--- config.mk ---
export PLATFORM = sky130hd
export DESIGN_NAME = ptp_tmr_unit
export DESIGN_NICKNAME = d
export VERILOG_FILES = /design/src/design/ptp_tmr_pkg.sv /design/src/design/ptp_tmr_unit.sv
export SDC_FILE = /design/constraint.sdc
export NUM_CORES = 2
export LEC_CHECK = 0
export ABC_AREA = 1
export BUFFER_PORTS_ARGS = -buffer_cell sky130_fd_sc_hd__buf_2
export CORE_MARGIN = 10
export CORE_UTILIZATION = 61
export CTS_BUF_LIST = sky130_fd_sc_hd__clkbuf_8
export DETAILED_ROUTE_END_ITERATION = 12
export PLACE_DENSITY = 0.87
export SYNTH_ARGS = -nofsm -noshare
export SYNTH_HDL_FRONTEND = slang
export SYNTH_SLANG_ARGS = --single-unit
export TNS_END_PERCENT = 20
--- constraint.sdc ---
create_clock -name clock -period 20.1 [get_ports clock]
set_clock_uncertainty 0.15 [all_clocks]
set_input_delay 6.03 -clock clock [delete_from_list [all_inputs] [get_ports clock]]
set_output_delay 6.03 -clock clock [all_outputs]
set_load 0.02 [all_outputs]
--- src/design/ptp_tmr_pkg.sv ---
// ----------------------------------------------------------------------------
// PTP timer package
// Shared widths, register indexes, operation codes and the control and status
// structs passed between the top level and the per-unit time counters.
// ----------------------------------------------------------------------------
package ptp_tmr_pkg;

   // Geometry
   localparam int NUM_UNITS     = 2;
   localparam int UNIT_W        = 1;
   localparam int DATA_W        = 32;
   localparam int CPT_W         = 21;
   localparam int FRACTION_BITS = 27;
   localparam int NS_W          = 30;
   localparam int SEC_W         = 48;
   localparam int SEC_HIGH_W    = SEC_W - DATA_W;
   localparam int FRAC_W        = NS_W + FRACTION_BITS;
   localparam int STEP_W        = DATA_W + CPT_W;
   localparam int HALF_SEC_W    = SEC_W / 2;
   localparam int PROD_W        = HALF_SEC_W + NS_W;
   localparam int AVTP_W        = 64;

   // Constants
   localparam logic [CPT_W-1:0]  CPT_RESET     = CPT_W'(250000);
   localparam logic [NS_W-1:0]   NS_PER_SEC    = NS_W'(1000000000);
   localparam logic [FRAC_W-1:0] FRAC_PER_SEC  = FRAC_W'(64'd1000000000 << FRACTION_BITS);
   localparam logic [DATA_W-1:0] VERSION_WORD  = DATA_W'(3);

   typedef logic [3:0] reg_raw_type;

   // Operation codes
   typedef enum logic [1:0] {
      FUNC_READ  = 2'd0,
      FUNC_WRITE = 2'd1,
      FUNC_TICK  = 2'd2
   } func_type;

   // Register indexes
   typedef enum logic [3:0] {
      REG_VERSION   = 4'd0,
      REG_ENABLE    = 4'd1,
      REG_DISABLE   = 4'd2,
      REG_INCREMENT = 4'd3,
      REG_OFFSET_L  = 4'd4,
      REG_OFFSET_M  = 4'd5,
      REG_OFFSET_H  = 4'd6,
      REG_TIME_L    = 4'd7,
      REG_TIME_M    = 4'd8,
      REG_TIME_H    = 4'd9,
      REG_AVTP_L    = 4'd10,
      REG_AVTP_H    = 4'd11
   } reg_idx_type;

   // Command broadcast to every unit for one accepted word
   typedef struct packed {
      logic              rd;
      logic              wr;
      logic              tick;
      reg_idx_type       reg_index;
      logic [DATA_W-1:0] wdata;
   } ptp_cmd_type;

   // Per-unit status seen by the top level
   typedef struct packed {
      logic              enabled;
      logic [DATA_W-1:0] rd_data;
      logic [SEC_W-1:0]  sec;
      logic [NS_W-1:0]   nsec;
   } ptp_stat_type;

endpackage

--- src/design/ptp_tmr_unit.sv ---
// ----------------------------------------------------------------------------
// PTP timer unit
// One time counter: enable, increment, staged and committed offset, running
// seconds and 30.27 fixed-point sub-second accumulator, time read latches.
// ----------------------------------------------------------------------------
module ptp_tmr_unit (
   input  logic                                clock,
   input  logic                                reset,
   input  ptp_tmr_pkg::ptp_cmd_type            cmd,
   input  logic                                sel,
   input  logic                                mask_bit,
   input  logic [ptp_tmr_pkg::CPT_W-1:0]       cpt_in,
   output ptp_tmr_pkg::ptp_stat_type           stat
);
   import ptp_tmr_pkg::*;

   logic                    en_ff,       en_in;
   logic [DATA_W-1:0]       inc_ff,      inc_in;
   logic [STEP_W-1:0]       step_ff,     step_in;
   logic [DATA_W-1:0]       stl_ff,      stl_in;
   logic [DATA_W-1:0]       stm_ff,      stm_in;
   logic [DATA_W-1:0]       sth_ff,      sth_in;
   logic [SEC_W-1:0]        off_sec_ff,  off_sec_in;
   logic [NS_W-1:0]         off_ns_ff,   off_ns_in;
   logic [SEC_W-1:0]        run_sec_ff,  run_sec_in;
   logic [FRAC_W-1:0]       frac_ff,     frac_in;
   logic [DATA_W-1:0]       lmid_ff,     lmid_in;
   logic [SEC_HIGH_W-1:0]   lhigh_ff,    lhigh_in;

   logic [FRAC_W:0]         frac_sum;
   logic                    frac_wrap;
   logic [FRAC_W-1:0]       frac_tick;
   logic [NS_W:0]           ns_sum;
   logic [NS_W:0]           ns_adj;
   logic                    ns_carry;
   logic [SEC_W-1:0]        cur_sec;
   logic [NS_W-1:0]         cur_nsec;

   // Advance the accumulator by one tick and carry at most one whole second
   always_comb begin
      frac_sum  = {1'b0, frac_ff} + (FRAC_W+1)'(step_ff);
      frac_wrap = frac_sum >= {1'b0, FRAC_PER_SEC};
      frac_tick = frac_wrap ? FRAC_W'(frac_sum - {1'b0, FRAC_PER_SEC})
                            : FRAC_W'(frac_sum);
   end

   // Current time: offset plus running time, one nanosecond fold; zero when stopped
   always_comb begin
      ns_sum   = {1'b0, off_ns_ff} + {1'b0, frac_ff[FRAC_W-1 -: NS_W]};
      ns_carry = ns_sum >= {1'b0, NS_PER_SEC};
      ns_adj   = ns_carry ? ns_sum - {1'b0, NS_PER_SEC} : ns_sum;
      if (en_ff) begin
         cur_sec  = off_sec_ff + run_sec_ff + SEC_W'(ns_carry);
         cur_nsec = ns_adj[NS_W-1:0];
      end else begin
         cur_sec  = '0;
         cur_nsec = '0;
      end
   end

   // Register writes, ticks and time latches
   always_comb begin
      en_in      = en_ff;
      inc_in     = inc_ff;
      stl_in     = stl_ff;
      stm_in     = stm_ff;
      sth_in     = sth_ff;
      off_sec_in = off_sec_ff;
      off_ns_in  = off_ns_ff;
      run_sec_in = run_sec_ff;
      frac_in    = frac_ff;
      lmid_in    = lmid_ff;
      lhigh_in   = lhigh_ff;

      if (cmd.wr) begin
         case (cmd.reg_index)
            REG_ENABLE: begin
               if (mask_bit) en_in = 1'b1;
            end
            REG_DISABLE: begin
               if (mask_bit) begin
                  en_in      = 1'b0;
                  run_sec_in = '0;
                  frac_in    = '0;
               end
            end
            REG_INCREMENT: begin
               if (sel) inc_in = cmd.wdata;
            end
            REG_OFFSET_L: begin
               if (sel) begin
                  stl_in     = cmd.wdata;
                  off_sec_in = {sth_ff[SEC_HIGH_W-1:0], stm_ff};
                  off_ns_in  = cmd.wdata[NS_W-1:0];
               end
            end
            REG_OFFSET_M: begin
               if (sel) stm_in = cmd.wdata;
            end
            REG_OFFSET_H: begin
               if (sel) sth_in = cmd.wdata;
            end
            default: begin
            end
         endcase
      end

      if (cmd.tick && en_ff) begin
         frac_in    = frac_tick;
         run_sec_in = run_sec_ff + SEC_W'(frac_wrap);
      end

      if (cmd.rd && sel && cmd.reg_index == REG_TIME_L) begin
         lmid_in  = cur_sec[DATA_W-1:0];
         lhigh_in = cur_sec[SEC_W-1:DATA_W];
      end

      // Keep the per-tick step ready for the next word
      step_in = STEP_W'(inc_in) * STEP_W'(cpt_in);
   end

   always_ff @(posedge clock) begin
      if (reset) begin
         en_ff      <= 1'b0;
         inc_ff     <= '0;
         step_ff    <= '0;
         stl_ff     <= '0;
         stm_ff     <= '0;
         sth_ff     <= '0;
         off_sec_ff <= '0;
         off_ns_ff  <= '0;
         run_sec_ff <= '0;
         frac_ff    <= '0;
         lmid_ff    <= '0;
         lhigh_ff   <= '0;
      end else begin
         en_ff      <= en_in;
         inc_ff     <= inc_in;
         step_ff    <= step_in;
         stl_ff     <= stl_in;
         stm_ff     <= stm_in;
         sth_ff     <= sth_in;
         off_sec_ff <= off_sec_in;
         off_ns_ff  <= off_ns_in;
         run_sec_ff <= run_sec_in;
         frac_ff    <= frac_in;
         lmid_ff    <= lmid_in;
         lhigh_ff   <= lhigh_in;
      end
   end

   // Local register read-back
   always_comb begin
      stat.enabled = en_ff;
      stat.sec     = cur_sec;
      stat.nsec    = cur_nsec;
      case (cmd.reg_index)
         REG_INCREMENT: stat.rd_data = inc_ff;
         REG_OFFSET_L:  stat.rd_data = stl_ff;
         REG_OFFSET_M:  stat.rd_data = stm_ff;
         REG_OFFSET_H:  stat.rd_data = sth_ff;
         REG_TIME_L:    stat.rd_data = DATA_W'(cur_nsec);
         REG_TIME_M:    stat.rd_data = lmid_ff;
         REG_TIME_H:    stat.rd_data = DATA_W'(lhigh_ff);
         default:       stat.rd_data = '0;
      endcase
   end

endmodule

==> run metrics <==
number of max-cap violations=0; Crit-path slowest cell=sky130_fd_sc_hd__a221oi_1; Vias/cell=5.94; pin count of the biggest net entering global routing=111; core area=0.0791 sq mm; number of antenna violations at the first check in global routing=12; width of the die=303 um; number of standard cells after synthesis=7114; Synth top area share=between 20% and 30%; Relative slew margins=21.8%; total number of yosys warnings=0; depth of the CTS H-tree=3; type of element capturing the critical path=output pin; number of buffers and inverters on the critical path=6; Clock transition at path regs=0.06 ns; most used flip-flop cell after synthesis=sky130_fd_sc_hd__dfxtp_1; DRC marker count from the first detailed-route iteration=5764; period utilization=73.7%; most frequent cell after synthesis=sky130_fd_sc_hd__nand2_1; number of global-route vias before repair=47666; worst-case setup slack after placement=between 5 and 6 ns; commonest cells in the netlist=1624 x sky130_fd_sc_hd__nand2_1, 1322 x sky130_fd_sc_hd__inv_1, 758 x sky130_fd_sc_hd__nor2_1, 571 x sky130_fd_sc_hd__a21oi_1, 571 x sky130_fd_sc_hd__fa_1; Reg area=0.00767 sq mm; share of flip-flops with an asynchronous set or reset after synthesis=0%; sum of overflow across all layers after global routing=0; placed inst area=0.0503 sq mm; number of max-slew violations in the final report=0; endpoints failing hold=0; final WL=183000 um; number of clock buffers inserted by TritonCTS=67; CTS Hold Buffers Added=0; Peak Freq=67.5 MHz; count of filler cells inserted in the layout=7211; Total Die Area=0.0916 sq mm; CP delay by family, top=buffers and inverters; worst setup path class=primary input to output pin; WP data required=13.92 ns; synthesized netlist net count=8046; maximum root-to-sink buffer count=3; root buffer cell=sky130_fd_sc_hd__clkbuf_8; Resized Gates After CTS=0; post-synthesis instance area=~0.05 sq mm; effective utilization at floorplan=61.6%; power density relative to cell area=39.3 mW/mm^2; worst IR drop on VDD=42.4 uV; vias=49124; number of buffers inserted by port buffering=about 170; total iterations of the first detailed-routing run=9; die extent in y=303 um; final period demand of the worst path=roughly 15 ns; cells taking the most area after synthesis=sky130_fd_sc_hd__fa_1 23%, sky130_fd_sc_hd__dfxtp_1 16%, sky130_fd_sc_hd__nand2_1 13%, sky130_fd_sc_hd__inv_1 10%, sky130_fd_sc_hd__ha_1 7.6%; biggest area consumer among synthesized cells=sky130_fd_sc_hd__fa_1; sink count of the clock tree=383; average cell area after synthesis=6.85 sq um; arrival time reported for the critical path endpoint=about 8.6 ns; drt wl/cell=22.1 um; GPL Wtd Cong=~1.1; ordered list of cells on the worst path=buf_2 > inv_1 > nand2_1 > inv_1 > nand2_1 > buf_4 > clkinv_1 > a221oi_1 > nand3_1 > buf_2; Crit path largest cell delay=0.61 ns; post-route design area=0.0518 sq mm; worst min-delay path class=flip-flop to flip-flop; outcome=finished, final reports clean; number of core rows=103; transition time at the pin with the least slew margin=1.17 ns; number of flops mapped to enable cells by yosys=0; multi-input logic area=0.0348 sq mm; clock latency of the later-clocked register in the worst-skew pair=0.67 ns; Critical Path Source Type=primary input; number of setup violations in the final report=0; static leakage power=26.0 nW; area growth from synthesis to layout=6.35%; critical path peak fanout=25; I/O pin cnt=175; count of distinct cell types in the synthesized netlist=67; final-layout setup total negative slack=0 ns; placed wire-length estimate=around 150000 um; final-layout worst hold slack=around 0.30 ns; clock tree from TritonCTS=yes; unrepaired setup endpoints after global routing=false; first-pass GRT wire length=276000 um; remaining antenna violation count=0; # nets final=8093; overall routing resource usage=39.3%; flop and latch count out of synthesis=approximately 380; sequential-to-total area share from yosys stat=around 16%; number of DRC violations after detailed routing=0; layout cells sized above 1=about 8.5%; smallest setup slack after layout=between 5 and 6 ns; post-CTS setup buffers=0
==> layout by cell type (no fill, tap or decap), drive strengths merged, types with 9 or more instances in the layout <==
cell type / n
fa: 571
nor2: 807
or2: 66
nor4: 24
o21ai: 344
o221ai: 12
dfxtp: 383
clkinv: 36
a31oi: 51
o22ai: 21
nand3b: 19
a221oi: 19
nor3: 54
xnor2: 35
o21a: 29
nand3: 299
nand2: 1669
ha: 297
inv: 1388
clkbuf: 85
a21oi: 574
a211oi: 15
o211ai: 10
buf: 232
xor2: 34
nand4: 63
a21o: 9
==> worst paths after layout <==
path / depth (start not counted) / to / slack (ns) / startpoint
worst max-delay path: 10 / stat[107] / 5.28 / cmd[35]
worst min-delay path: 2 / lmid_ff[2] / 0.30 / lmid_ff[2]
worst max register to register: 35 / run_sec_ff[46] / 12.14 / frac_ff[0]
worst min register to register: 2 / lmid_ff[2] / 0.30 / lmid_ff[2]
==> stage by stage <==
step / power [W] / std cells / utilization, %
floorplan: 0.00109 / 7114 / -
global placement: 0.00124 / 8142 / 63.6
detailed placement: 0.00125 / 8142 / 63.6
CTS: 0.00202 / 8257 / 65.4
global route: 0.00211 / 8260 / 65.5
finish: 0.00204 / 8264 / 65.5
==> tightest hold or removal path: stages, from the launching register on <==
cell                      delay (ns)
sky130_fd_sc_hd__dfxtp_1        0.30
sky130_fd_sc_hd__inv_1          0.06
sky130_fd_sc_hd__a21oi_1        0.05
==> cell type report <==
type / count / area share, %
timing repair buffer: 232 / 2.53
clock buffer: 85 / 2.26
sequential: 383 / 14.8
inverter: 1399 / 10.1
multi-input combinational: 5078 / 67.2
tap: 1050 / 2.54
clock inverter: 30 / 0.529
antenna: 7 / 0.0338
==> where the power goes <==
part / switching, W / leakage, nW / internal [W] / total [W]
clock network: 0.000361 / 0.780 / 0.000425 / 0.000786
logic: 0.000318 / 22.1 / 0.000142 / 0.000460
registers: 0.0000149 / 3.09 / 0.000776 / 0.000791
==> registers in the layout, indices dropped and copies added, names as in the netlist <==
register    cells
off_sec_ff     48
sth_ff         32
lmid_ff        32
step_ff        53
inc_ff         32
stl_ff         32
en_ff           1
lhigh_ff       16
frac_ff        57
run_sec_ff     48
stm_ff         32
==> metal layers <==
layer / wire length, um / track usage [%] / part of all wire, % / vias up
met5: 69 / 0 / 0.038 / -
met4: 14900 / 27.4 / 8.1 / 12
met3: 20800 / 7.53 / 11 / 807
met2: 79800 / 61.3 / 44 / 3192
met1: 67100 / 48.8 / 37 / 22907
li1: - / - / - / 22206
==> kinds of logic (layout without fill, tap and decap cells) <==
| family | Yosys count | in the layout | share of synthesized area [%] |
|---|---|---|---|
| flops | 383 | 383 | 15.7 |
| compound gates | 1126 | 1126 | 12.6 |
| fa+ha+maj | 868 | 868 | 31.1 |
| buf+inv | 1653 | 1746 | 12.9 |
| simple gates | 3015 | 3015 | 26.4 |
| other cells | 0 | 7 | 0 |
| xor+xnor | 69 | 69 | 1.29 |
Power figures use the tool's default switching activity.
